## config.mk

```make
export PLATFORM = sky130hd
export DESIGN_NAME = odgt_ram
export DESIGN_NICKNAME = d
export VERILOG_FILES = /design/src/rtl/organized_depth_grid_triangulator_unit_defines.svh /design/src/rtl/odgt_ram.sv
export SDC_FILE = /design/constraint.sdc
export NUM_CORES = 1
export LEC_CHECK = 0
export BUFFER_PORTS_ARGS = -buffer_cell sky130_fd_sc_hd__buf_2
export CAP_MARGIN = 25
export CORE_ASPECT_RATIO = 1.2
export CORE_MARGIN = 2
export CORE_UTILIZATION = 65
export DETAILED_ROUTE_END_ITERATION = 8
export PLACE_DENSITY = 0.84
export SLEW_MARGIN = 20
export SYNTH_ARGS = -nofsm -noshare
export SYNTH_HDL_FRONTEND = slang
export SYNTH_SLANG_ARGS = --single-unit
```

## constraint.sdc

```tcl
create_clock -name i_clk -period 4.67 [get_ports i_clk]
set_input_delay 0.467 -clock i_clk [delete_from_list [all_inputs] [get_ports i_clk]]
set_output_delay 0.467 -clock i_clk [all_outputs]
set_load 0.02 [all_outputs]
```

## src/rtl/organized_depth_grid_triangulator_unit_defines.svh

```systemverilog
// Assertion macros used by the triangulator top level.
`ifndef ORGANIZED_DEPTH_GRID_TRIANGULATOR_UNIT_DEFINES_SVH
`define ORGANIZED_DEPTH_GRID_TRIANGULATOR_UNIT_DEFINES_SVH

// Same-cycle implication, disabled while reset is asserted.
`define ODGT_ASSERT_NOW(label, clk, rst_n, ante, cons) \
    label: assert property (@(posedge clk) disable iff (!(rst_n)) (ante) |-> (cons)) \
        else $error("odgt: same-cycle check failed");

// Next-cycle implication, disabled while reset is asserted.
`define ODGT_ASSERT_NEXT(label, clk, rst_n, ante, cons) \
    label: assert property (@(posedge clk) disable iff (!(rst_n)) (ante) |=> (cons)) \
        else $error("odgt: next-cycle check failed");

`endif

```

## src/rtl/odgt_ram.sv

```systemverilog
// Generic single-write, single-read RAM with registered read data.
`timescale 1ns / 1ps

module odgt_ram #(
    parameter int WIDTH = 8,
    parameter int DEPTH = 16
) (
    input  logic                     i_clk,
    input  logic                     i_we,
    input  logic [$clog2(DEPTH)-1:0] i_waddr,
    input  logic [WIDTH-1:0]         i_wdata,
    input  logic                     i_re,
    input  logic [$clog2(DEPTH)-1:0] i_raddr,
    output logic [WIDTH-1:0]         o_rdata
);

    logic [WIDTH-1:0] r_mem [DEPTH];
    logic [WIDTH-1:0] r_rdata;

    // read returns the old word on a same-address write
    always_ff @(posedge i_clk) begin
        if (i_we) begin
            r_mem[i_waddr] <= i_wdata;
        end
        if (i_re) begin
            r_rdata <= r_mem[i_raddr];
        end
    end

    assign o_rdata = r_rdata;

endmodule

```

---- After elaboration in Yosys (flattened, before gate mapping) ----
Memories as Yosys holds them, arrays and structs flattened. A register that Yosys moved wholly into a read port is not among the register bits.
Cells that the tools add are included.
storage, ports and cells
  bits in registers ....................... 0
  bits in writable memories ............... 128
  input bits .............................. 19
  word-level logic and storage cells ...... 3
  memories kept ........................... 1
operators by class
  muxes and demuxes ....................... 2
memories
  name   words  bits a word  read ports  clocked after memory_dff  wr ports  line            RTL
  r_mem  16     8            1           1                         1         odgt_ram.sv:17  logic [WIDTH-1:0] r_mem [DEPTH];
operators by type and width
  cell     count
  $mux W1  2

---- Depth between registers and ports, before layout ----
Gate-level depths: netlist of run 1.
  depth in word-level cells ............... 2
  mapped depth ............................ 5
  depth with buffers taken out ............ 3

---- Worst setup path after synthesis of run 1 ----
OpenSTA, ideal clock, no wires.
  path type ............................... input -> register
  start point ............................. in i_waddr[2]
  end point ............................... mem r_mem[0][0] (enable)
  data arrival time ....................... 1.577 ns
  data required time ...................... 4.287 ns
  setup slack ............................. 2.710 ns
  stages on the path ...................... 2
  cell sequence ........................... or3b_2 > nor3_1
RTL lines
  what             line            RTL
  start, declared  odgt_ram.sv:10  input logic [$clog2(DEPTH)-1:0] i_waddr,
  end, declared    odgt_ram.sv:17
No word-level cell before the write port.

==> results of run 1 <==
Yosys cell counts:
cell / instances
nor2b_1: 1
and2b_1: 1
and2_1: 1
nand2_1: 9
nand2b_1: 2
or3b_2: 1
buf_6: 3
nand3b_1: 2
edfxtp_1: 136
nor3_1: 4
a22oi_1: 16
buf_4: 1
nor2_1: 13
mux4_1: 14
buf_2: 3
clkdlybuf4s25_2: 3
mux4_2: 18
nand3_1: 1
cell families after synthesis:
logic type      after synthesis  share of synthesized area
mux                          32                     0.1479
compound gates               16                    0.02298
buf+inv                      10                    0.01651
simple gates                 35                    0.03136
flops                       136                     0.7812
worst max-delay path by stage:
stage / start / endpoint / slack [ps]
2_1_floorplan: i_waddr[2] / r_mem[0][0] / 2710
3_3_place_gp: i_raddr[0] / o_rdata[4] / 2090
3_5_place_dp: i_raddr[0] / o_rdata[4] / 2090
4_1_cts: i_raddr[0] / o_rdata[4] / 2630
5_1_grt: i_raddr[0] / o_rdata[2] / 2860
6_report: i_raddr[0] / o_rdata[2] / 2910
metal layers:
layer,GRT usage,up-vias,share of wire
met2,0.4216,188,0.52
met5,0,-,0
met4,0.1331,0,0.032
met3,0.05977,32,0.084
met1,0.3526,1302,0.37
li1,-,1061,-
state kept, by name, summed over array words and instances (netlist names):
register / flops
r_mem: 128
o_rdata: 8
power groups by stage:
stage / combinational (mW) / clock, mW / sequential (mW)
5_1_grt: 0.138 / 1.39 / 1.39
6_report: 0.130 / 1.34 / 1.39
3_3_place_gp: 0.119 / 0 / 1.41
2_1_floorplan: 0.0694 / 0 / 1.41
4_1_cts: 0.126 / 1.34 / 1.39
3_5_place_dp: 0.123 / 0 / 1.41
cell usage in the layout (no fill, tap or decap), types with 4 or more instances in the layout:
master,netlist,layout
mux4_1,14,14
clkbuf_16,0,16
buf_4,1,5
edfxtp_1,136,136
a22oi_1,16,16
nor2_1,13,13
mux4_2,18,18
clkinvlp_4,0,5
buf_2,3,26
nand2_1,9,9
bufinv_16,0,4
cell type report:
cell class	count	share of cell area
timing repair buffer	32	0.03102
tap	92	0.01902
clock inverter	14	0.03019
sequential	136	0.6749
clock buffer	17	0.06844
multi-input combinational	83	0.1764
==> results, run 1 <==
- The via count of the first global-routing pass is between 2000 and 3000.
- Between clock sinks in the finished design, the worst skew comes to 10.28 ps.
- The logic depth of the worst register-to-register path is 3.
- In this run the register-to-register setup slack is 3140 ps.
- The terminating pin of the worst hold path is o_rdata[4].
- The total clock buffers created by CTS is 17.
- The share of total power dissipated in combinational logic is 0.046.
- The I/O pin total is 27.
- The synthesized netlist net count is 248.
- The final layout contains between 200 and 300 nets.
- The die height is 102.2 um.
- The remaining number of nets flagged by the antenna check after routing is 0.
- Counting tap cells, the placed design contains a total of ~340 instances.
- The launch instance of the worst min-delay path is i_re.
- The final reports fail on design-rule violations.
- The master of the slowest instance on the critical path is mux4_1.
- At the placement stage, the worst setup path has a slack of ~2100 ps.
- Of the post-synthesis cell area, the dominant cell type holds 0.7812.
- The final count of pins violating max slew is 0.
- The core outline area is 0.007751 sq mm.
- The post-detailed-route wirelength per cell is a little under 30 um.
- Along the worst hold path, the cell count comes to 1.
- The leakage power figure is 2.022 nW.
- The first-iteration detailed-routing DRC count is 283.
- The number of synthesized register bits is 136.
- The switching power of the nets is 571.1 uW.
- The flow ran to the end, but the final reports show violations.
- The insertion delay to the later sink of the worst-skew pair is 520 ps.
- The critical setup path kind is input pin to flop.
- The area of the multi-input gates is 0.001067 sq mm.
- The post-synthesis to final-layout area growth is 15.75%.
- Clock tree synthesis selected as its root buffer the cell clkbuf_8.
- Setup repair after global routing left no endpoint under its margin.
- After synthesis, the cell types taking the most area are edfxtp_1 (78%), mux4_2 (7.8%), mux4_1 (7.0%).
- The worst slack on hold paths is 318.1 ps.
- The overall die area is about 0.0088 sq mm.
- The worst setup path is captured at a flop.
- In this run, post-CTS hold repair placed 0 buffers.
- The combined global-route utilization of all metal layers is 0.2652.
- The count of buffer and inverter cells on the critical path is 2.
- Of all cell types, the one taking the most synthesized area is edfxtp_1.
- The worst min-delay path class is input pin to flop.
- The share of the core filled with cells is 0.7806.
- Of the total power, the clock network draws 0.469.
- The detailed placement HPWL is around 6000 um.
- Summing all flip-flop and latch instances after layout gives approximately 0.0041 sq mm.
- The deepest clock path buffer count is 2.
- The first global-routing pass estimated 15490 um of wire.
- The pin count of the biggest net entering global routing is 33.
- The post-route cell area is a little over 0.006 sq mm.
- Dividing total power by cell area gives a power density of approximately 470 mW/mm^2.
- The path length in cells of the critical path is 5.
- Data on the critical path is required at its endpoint by 4930 ps.
- The total of fill cells in the finished design is 370.
- The number of vias after detailed routing is 2583.
- The internal power of the cells is about 2.3 mW.
- The initial antenna violation count is 0.
- The post-synthesis cell area is 0.005228 sq mm.
- The tree built by TritonCTS fans out to 136 sinks.
- The final count of hold timing violations is 0.
- The worst path meets setup with 2907 ps of slack.
- Of the cells placed in the final design, the portion with a size suffix greater than 1 is 0.2872.
- For the worst setup path, the data arrival time is 2020 ps.
- The sum of overflow across all layers after global routing is 0.
- The cell family contributing the most delay on the critical path is multiplexers.
- Summed over all failing endpoints, the final setup total negative slack is 0 ps.
- The signal on the critical path passes through buf_2 -> buf_12 -> mux4_1 -> a22oi_1 -> nand2_1.
- The worst path in the final design needs a cycle of about 1800 ps, including I/O delays and setup.
- The number of levels in the clock H-tree is 4.
- Averaged over all synthesized cells, the footprint is 22.83 sq um.
- Static timing analysis puts the maximum clock frequency at between 0.5 and 0.6 GHz.
- The initial utilization of the core area, before any placement, comes to 0.6744.
- After synthesis, the netlist uses 18 different library cells.
- The total detailed-routing wirelength is 11000 um.
- The highest cell delay on the worst timing path is a little over 600 ps.
- Of the total power, the share spent switching nets is 0.2001.
- At the pin with the least slew margin, the transition time is 1111 ps.
- The worst setup path is launched from an input pin.
- From left edge to right edge, the die measures 85.87 um.
- The post-cts repair resize count is 0.
- The CTS tree is done.
- The share of the clock period used by the worst path is 0.3774.
- In this run the cell area measured after placement is around 0.0054 sq mm.
- The worst register-to-register path ends at o_rdata[2].
- At the end of routability-driven placement, the weighted congestion stood at 0.7850.
- Synthesis handed over a netlist of 229 instances.
- The clock slew at the register clock pins of the worst setup and hold paths is 60 ps.
- The count of final setup violators is 0.
- The sum of internal, switching and leakage power is 2.854 mW.
- The worst register-to-register path begins at r_mem[0][2].
- The count of unresolved DRC violations after routing is 3.
- In this run the tool buffered the top-level ports with 26 buffer cells.
- For this run, the number of Yosys warnings is 0.
- The via count normalized by instance count is roughly 6.9.
- The finished layout holds 374 standard cells, fillers aside.
- The number of antenna diodes in the final layout is 0.
- The part of the total power dissipated in sequential elements is 0.485.
- In this run the core area contains 35 standard-cell rows.
- In this run the tightest slew margin relative to its limit is 0.2554.
- Along the worst path, the maximum fanout reaches 22.
- The number of max-cap violations is 0.
- Once the clock tree was built, the setup fixing pass inserted 0 buffers.
- The detailed-router iteration count before antenna repair is 6.
- Of the synthesized area, sequential elements account for 0.7812.
- The worst IR drop on VDD is roughly 300 uV.
Note: power is estimated with default switching activity, not from simulation.
==> run 2: changes to the inputs <==
--- a/config.mk
+++ b/config.mk
@@ -5,13 +5,14 @@
 export SDC_FILE = /design/constraint.sdc
 export NUM_CORES = 1
 export LEC_CHECK = 0
+export ABC_AREA = 1
 export BUFFER_PORTS_ARGS = -buffer_cell sky130_fd_sc_hd__buf_2
 export CAP_MARGIN = 25
 export CORE_ASPECT_RATIO = 1.2
 export CORE_MARGIN = 2
-export CORE_UTILIZATION = 65
+export CORE_UTILIZATION = 55
 export DETAILED_ROUTE_END_ITERATION = 8
-export PLACE_DENSITY = 0.84
+export PLACE_DENSITY = 0.75
 export SLEW_MARGIN = 20
 export SYNTH_ARGS = -nofsm -noshare
 export SYNTH_HDL_FRONTEND = slang
==> constraint.sdc (replaced) <==
create_clock -name i_clk -period 1.5 [get_ports i_clk]
set_input_delay 0.15 -clock i_clk [delete_from_list [all_inputs] [get_ports i_clk]]
set_output_delay 0.15 -clock i_clk [all_outputs]
set_load 0.02 [all_outputs]
==> results, run 2 <==
- The critical setup path kind is flop to flop (was input pin to flop).
- The count of flip-flops with a built-in enable after synthesis is 136 (unchanged).
- The worst-case headroom to the max-slew limit is 0.6092 (was 0.2554).
- The count of unresolved DRC violations after routing came to 0 (was 3).
- The proportion of register bits with asynchronous set or reset after synthesis is 0 (unchanged).
- The die height is 116.9 um (was 102.2 um).
- The transition at the pin with the smallest max-transition slack is 585.6 ps (was 1111 ps).
- The core outline area is 0.01041 sq mm (was 0.007751 sq mm).
- The number of flip-flops under the largest register name was 128 (unchanged).
- The sequential cell area in the final layout is 0.004084 sq mm (unchanged).
- The most common cell after layout, fill and taps aside is nand2_1 (was edfxtp_1).
- The effective utilization at floorplan is 0.5615 (was 0.6744).
- The number of vias after detailed routing was 3813 (was 2583).
- The combined global-route utilization of all metal layers is 0.2346 (was 0.2652).
- The dominant synthesized flop cell was edfxtp_1 (unchanged).
- The number of max-cap violations was 0 (unchanged).
- The clock skew is 4.648 ps (was 10.28 ps).
- The initial antenna violation count is 0 (unchanged).
- The cell row count is 41 (was 35).
- Leading cell types in the layout, fill and taps excluded: nand2_1 (173), edfxtp_1 (136), inv_1 (100) (was edfxtp_1 (136), buf_2 (26), mux4_2 (18)).
- The via count normalized by instance count came to 5.181 (was 6.906).
- The placer's final routability congestion estimate was 0.8907 (was 0.7850).
- The final count of pins violating max slew is 0 (unchanged).
- The remaining number of nets flagged by the antenna check after routing is 0 (unchanged).
- The clock slew at the register clock pins of the worst setup and hold paths is 60 ps (about the same).
- The share of final-layout standard cells stronger than drive strength 1 is 0.1285 (was 0.2872).
- The count of hold-fix buffers inserted at cts is 0 (unchanged).
- The number of synthesized register bits is 136 (unchanged).
- The sum of overflow across all layers after global routing is 0 (unchanged).
- The root buffer selected by CTS is clkbuf_16 (was clkbuf_8).
- The CTS tree is done (unchanged).
- The I/O pin total came to 27 (unchanged).
- The insertion delay to the later sink of the worst-skew pair is 410 ps (was 520 ps).
- The post-synthesis to final-layout area growth is 14.59% (was 15.75%).
- RSZ-0062 raised after global routing: no (unchanged).
- The post-cts repair resize count came to 0 (unchanged).
- The synthesized netlist net count came to 570 (was 248).
- The first-iteration detailed-routing DRC count came to 306 (was 283).
- The most common cell in the synthesized netlist is nand2_1 (was edfxtp_1).
- The detailed-router iteration count before antenna repair is 5 (was 6).
- The post-detailed-route wirelength per cell was 17.18 um (was 29.40 um).
- The area of the multi-input gates is 0.001214 sq mm (was 0.001067 sq mm).
- The worst endpoint required time came to 1660 ps (was 4930 ps).
- The post-synthesis cell type count came to 11 (was 18).
- The worst min-delay path class is input pin to flop (unchanged).
- The mean instance size in the synthesized netlist is 10.61 sq um (was 22.83 sq um).
- The number of input and output port buffers inserted came to 26 (unchanged).
- The launching element type of the critical path is a flop (was input pin).
- The detailed placement HPWL was 7959 um (was 5996 um).
- The worst IR drop on VDD is 720.5 uV (was 301.8 uV).
- The die outline width was 98.12 um (was 85.87 um).
- The count of final setup violators was 0 (unchanged).
- The data arrival at the endpoint of the critical path is 1350 ps (was 2020 ps).
- The total detailed-routing wirelength is 12650 um (was 11000 um).
- Counting I/O delays and the setup requirement, the final critical path takes 1198 ps.
- The worst-case setup margin in the final layout is 302.2 ps (was 2907 ps).
- The final count of hold timing violations is 0 (unchanged).
- The top register by number of flip-flops is r_mem (unchanged).
- The largest area contributor in the netlist is edfxtp_1 (unchanged).
- The count of antenna diodes in the layout is 0 (unchanged).
- The number of buffers added for setup after CTS is 0 (unchanged).
- Top cells by count, synth: nand2_1 (173), edfxtp_1 (136), inv_1 (100) (was edfxtp_1 (136), mux4_2 (18), a22oi_1 (16)).
- The final net count came to 613 (was 289).
- The sum of negative setup slack is 0 ps (unchanged).
- The warning count from the yosys run is 0 (unchanged).
- Based on the critical path, the design can be clocked at up to 0.8349 GHz.
- The global-route wire length before repair was 19450 um (was 15490 um).
- The share of synthesized area occupied by flip-flops and latches was 0.6985 (was 0.7812).
- Status: finished, final reports clean (was finished with violations).
- The leakage power figure is 2.909 nW (was 2.022 nW).
- The via count of the first global-routing pass was 3632 (was 2587).
- The critical path endpoint category is a flop (unchanged).
- The overall die area is 0.01147 sq mm (was 0.008779 sq mm).
- The total of fill cells in the finished design is 786 (was 370).
- The power per unit of standard cell area came to 1280 mW/mm^2 (was 471.6 mW/mm^2).
- The area fraction of the dominant cell type after synthesis is 0.6985 (was 0.7812).
- The deepest clock path buffer count is 2 (unchanged).
- In the finished design, the share of the clock period the worst path needs comes to 0.7985.
- The total clock buffers created by CTS is 17 (unchanged).
- The gate count after technology mapping was 551 (was 229).
- The post-synthesis cell area was 0.005847 sq mm (was 0.005228 sq mm).
- The pin count of the biggest net entering global routing was 65 (was 33).
- The CTS sink count was 136 (unchanged).
- The worst setup timing slack at the placement stage came to 44.48 ps (was 2094 ps).
- The largest fanout of any net on the critical path is 1 (was 22).
- Area contributors post-synth: edfxtp_1 (70%), nand2_1 (11%), nand3_1 (8.3%) (was edfxtp_1 (78%), mux4_2 (7.8%), mux4_1 (7.0%)).
- The number of levels in the clock H-tree is 4 (unchanged).
-- run 2: cell count changes after synthesis, moves of 4 or more --
cell / before / now
a22oi_1: 16 / 0
buf_2: 3 / 13
inv_1: 0 / 100
mux4_1: 14 / 0
mux4_2: 18 / 0
nand2_1: 9 / 173
nand3_1: 1 / 97
nor2_1: 13 / 17
nor3_1: 4 / 0
-- run 2: path summary, 6_finish.rpt --
path | start | end | slack [ps] | cells past startpoint
worst min register to register | r_mem[11][0] | o_rdata[0] | 760 | 6
worst max-delay path | r_mem[4][2] | o_rdata[2] | 300 | 6
worst min-delay path | i_re | o_rdata[2] | 110 | 1
worst max register to register | r_mem[4][2] | o_rdata[2] | 300 | 6
-- run 2: routing by layer --
metal  wire, um  share of wire  global-route usage
met1       4816           0.38              0.2746
met2       6432           0.51              0.4000
met3        871          0.069             0.05226
met4        528          0.042              0.1435
met5          0              0                   0
-- run 2: kinds of logic after synthesis --
kind of cell | synth area share
flip-flops | 0.6985
AND/OR/NAND/NOR | 0.2076
buffers and inverters | 0.09394
-- run 2: worst max-delay path, stage by stage, from the launching register on --
cell	delay (ps)
edfxtp_1	370
inv_1	60
nand2_1	50
nand3_1	80
nand3_1	150
nand3_1	130
nand2_1	100
-- run 2: final cells by class --
class / instances / area share
Sequential cell: 136 / 0.6095
Multi-Input combinational cell: 289 / 0.1811
Clock buffer: 18 / 0.06405
Inverter: 102 / 0.05714
Timing Repair Buffer: 48 / 0.04781
Tap cell: 129 / 0.02409
Clock inverter: 14 / 0.01625
-- run 2: stage by stage --
stage | hold WS, ps | power [mW] | std cells | cell area, sq um | utilization
after global routing | 97.42 | 8.848 | 736 | 6700 | 0.6434
after global placement | 519.2 | 4.902 | 704 | 6162 | 0.5917
after floorplan | 248.9 | 4.704 | 551 | 5847 | -
after detailed placement | 531.9 | 4.918 | 704 | 6162 | 0.5917
final | 111.2 | 8.579 | 736 | 6700 | 0.6434
after CTS | 101.8 | 8.617 | 736 | 6700 | 0.6434
-- run 2: power by group --
| group | total, mW | switching, mW | internal [mW] | leakage (nW) |
|---|---|---|---|---|
| Combinational | 0.532 | 0.379 | 0.153 | 1.42 |
| Clock | 3.74 | 1.49 | 2.25 | 0.254 |
| Sequential | 4.31 | 0.0263 | 4.28 | 1.24 |
| Total | 8.58 | 1.89 | 6.68 | 2.91 |
==> run 3: changes to the inputs <==
--- a/config.mk
+++ b/config.mk
@@ -5,14 +5,14 @@
 export SDC_FILE = /design/constraint.sdc
 export NUM_CORES = 1
 export LEC_CHECK = 0
-export ABC_AREA = 1
+export ABC_AREA = 0
 export BUFFER_PORTS_ARGS = -buffer_cell sky130_fd_sc_hd__buf_2
 export CAP_MARGIN = 25
 export CORE_ASPECT_RATIO = 1.2
 export CORE_MARGIN = 2
-export CORE_UTILIZATION = 55
+export CORE_UTILIZATION = 60
 export DETAILED_ROUTE_END_ITERATION = 8
-export PLACE_DENSITY = 0.75
+export PLACE_DENSITY = 0.78
 export SLEW_MARGIN = 20
 export SYNTH_ARGS = -nofsm -noshare
 export SYNTH_HDL_FRONTEND = slang
==> constraint.sdc (replaced) <==
create_clock -name i_clk -period 1.15 [get_ports i_clk]
set_input_delay 0.115 -clock i_clk [delete_from_list [all_inputs] [get_ports i_clk]]
set_output_delay 0.115 -clock i_clk [all_outputs]
set_load 0.02 [all_outputs]
==> results, run 3 (same netlist as run 1, synthesis figures left out) <==
- The achievable frequency is 0.6822 GHz (was 0.8349 GHz).
- The via count normalized by instance count is 5.988 (was 5.181).
- The pin count of the biggest net entering global routing is 23 (was 65).
- The I/O pin total is 27 (unchanged).
- The count of unresolved DRC violations after routing is 0 (unchanged).
- The checks that failed: negative setup slack.
- The number of input and output port buffers inserted is 26 (unchanged).
- The post-route non-filler standard cell count was 431 (was 736).
- The number of levels in the clock H-tree is 4 (unchanged).
- The count of final setup violators was 16 (was 0).
- The CTS sink count came to 136 (unchanged).
- The die outline width is 89.21 um (was 98.12 um).
- The worst IR drop on VDD was 1413 uV (was 720.5 uV).
- The CTS tree was done (unchanged).
- The sum of negative setup slack is -2433 ps (was 0 ps).
- The final count of pins violating max slew is 0 (unchanged).
- The post-detailed-route wirelength per cell is 25.19 um (was 17.18 um).
- The effective utilization at floorplan was 0.6137 (was 0.5615).
- The number of max-cap violations was 0 (unchanged).
- The area of the multi-input gates was 0.001085 sq mm (was 0.001214 sq mm).
- The total clock buffers created by CTS is 17 (unchanged).
- The overall die area is 0.009479 sq mm (was 0.01147 sq mm).
- The core outline area is 0.008518 sq mm (was 0.01041 sq mm).
- The master of the slowest instance on the critical path is mux4_2 (was edfxtp_1).
- The clock slew at the register clock pins of the worst setup and hold paths is 60 ps (about the same).
- The number of flip-flops under the largest register name is 128 (unchanged).
- The launch instance of the worst min-delay path is i_waddr[1] (was i_re).
- Status: finished with violations (was finished, final reports clean).
- The data arrival at the endpoint of the critical path is 1740 ps (was 1350 ps).
- The insertion delay to the later sink of the worst-skew pair is 530 ps (was 410 ps).
- The worst min-delay path class is input pin to flop (unchanged).
- The placer's final routability congestion estimate is 0.7508 (was 0.8907).
- The post-synthesis to final-layout area growth is 24.68% (was 14.59%).
- The startpoint of the most critical register-to-register path is r_mem[3][4] (was r_mem[4][2]).
- The worst-case headroom to the max-slew limit is 0.3039 (was 0.6092).
- The global-route wire length before repair is 16510 um (was 19450 um).
- The share of the clock period used by the worst path is 1.275 (was 0.7985).
- The number of placed instances with taps included was 390 (was 704).
- The number of vias after detailed routing is 2581 (was 3813).
- The worst endpoint required time is 1420 ps (was 1660 ps).
- The deepest clock path buffer count is 2 (unchanged).
- The sum of overflow across all layers after global routing was 0 (unchanged).
- The transition at the pin with the smallest max-transition slack is 1042 ps (was 585.6 ps).
- RSZ-0062 raised after global routing: yes (was no).
- Leading cell types in the layout, fill and taps excluded: edfxtp_1 (136), mux4_2 (31), buf_4 (20) (was nand2_1 (173), edfxtp_1 (136), inv_1 (100)).
- The leakage power figure is 2.190 nW (was 2.909 nW).
- The final net count is 320 (was 613).
- The sequential cell area in the final layout is 0.004084 sq mm (unchanged).
- The combined global-route utilization of all metal layers is 0.2635 (was 0.2346).
- The worst setup timing slack at the placement stage is -526.1 ps (was 44.48 ps).
- The critical setup path kind was flop to flop (unchanged).
- The total detailed-routing wirelength is 10860 um (was 12650 um).
- The final count of hold timing violations is 0 (unchanged).
- The highest cell delay on the worst timing path came to 500 ps (was 370 ps).
- The root buffer selected by CTS is clkbuf_8 (was clkbuf_16).
- The detailed-router iteration count before antenna repair is 5 (unchanged).
- The time the worst path needs with I/O delays and setup is 1466 ps (was 1198 ps).
- The count of antenna diodes in the layout is 0 (unchanged).
- List of cells traversed by the critical path: mux4_2 -> a22oi_2 -> nand2_1 (was inv_1 -> nand2_1 -> nand3_1 -> nand3_1 -> nand3_1 -> nand2_1).
- The cell row count is 37 (was 41).
- The total of fill cells in the finished design is 467 (was 786).
- The critical path endpoint category is a flop (unchanged).
- The initial antenna violation count is 0 (unchanged).
- The first-iteration detailed-routing DRC count came to 281 (was 306).
- The power per unit of standard cell area came to 1836 mW/mm^2 (was 1280 mW/mm^2).
- The worst-case setup margin in the final layout was -315.9 ps (was 302.2 ps).
- The via count of the first global-routing pass came to 2773 (was 3632).
- The remaining number of nets flagged by the antenna check after routing is 0 (unchanged).
- The die height was 106.3 um (was 116.9 um).
- The detailed placement HPWL was 6368 um (was 7959 um).
- The origin of the worst setup path was r_mem[3][4] (was r_mem[4][2]).
- The largest fanout of any net on the critical path is 1 (unchanged).
- The launching element type of the critical path is a flop (unchanged).
- The most common cell after layout, fill and taps aside was edfxtp_1 (was nand2_1).
- The top register by number of flip-flops is r_mem (unchanged).
- The clock skew was 14.88 ps (was 4.648 ps).
- The share of final-layout standard cells stronger than drive strength 1 came to 0.4140 (was 0.1285).
## run 3: worst max-delay path, delay by kind of cell (launching register included)
kind,cells,cell delay [ps]
AOI/OAI and AO/OA,1,240
DFF,1,400
muxes,1,500
and+or+nand+nor,1,80
## run 3: power by group
part	leakage [nW]	switching, mW	total [mW]	internal, mW
Sequential	1.24	0.0431	5.63	5.59
Clock	0.296	1.96	5.67	3.70
Combinational	0.658	0.353	0.669	0.316
Total	2.19	2.36	12.0	9.61
## run 3: what timing repair did
item	in CTS	in global routing
endpoints found under the hold margin	132	0
resized for setup	16	8
endpoints found under the setup margin	16	16
setup buffers	0	0
pin swaps	1	2
hold buffers	9	0
## run 3: metal layers
layer	up-vias	global-route usage	wire [um]
li1	1113	-	-
met1	1311	0.3494	4045
met2	138	0.4079	5812
met3	19	0.08463	733
met4	0	0.1066	267
met5	-	0	0
## run 3: path summary, 6_finish.rpt
kind | endpoint | slack [ps] | cells past startpoint
worst min register to register | o_rdata[2] | 760 | 3
worst max-delay path | o_rdata[4] | -320 | 3
worst min-delay path | r_mem[0][0] | 110 | 3
worst max register to register | o_rdata[4] | -320 | 3
## run 3: cell type report
class	count	share of cell area
clock buffers	17	0.06354
repair buffers	63	0.08908
clock inverters	15	0.03187
multi-input cells	83	0.1664
well taps	117	0.02246
flip-flops and latches	136	0.6266
## run 3: through the flow
stage          hold slack [ps]  utilization  area, sq um  power, mW
3_3_place_gp             501.3       0.6710         5715      6.294
3_5_place_dp             507.7       0.6710         5715      6.323
4_1_cts                  98.80       0.7618         6489      12.02
2_1_floorplan            213.9            -         5249      6.054
6_report                 108.6       0.7651         6518      11.97
5_1_grt                  113.1       0.7651         6518      12.27
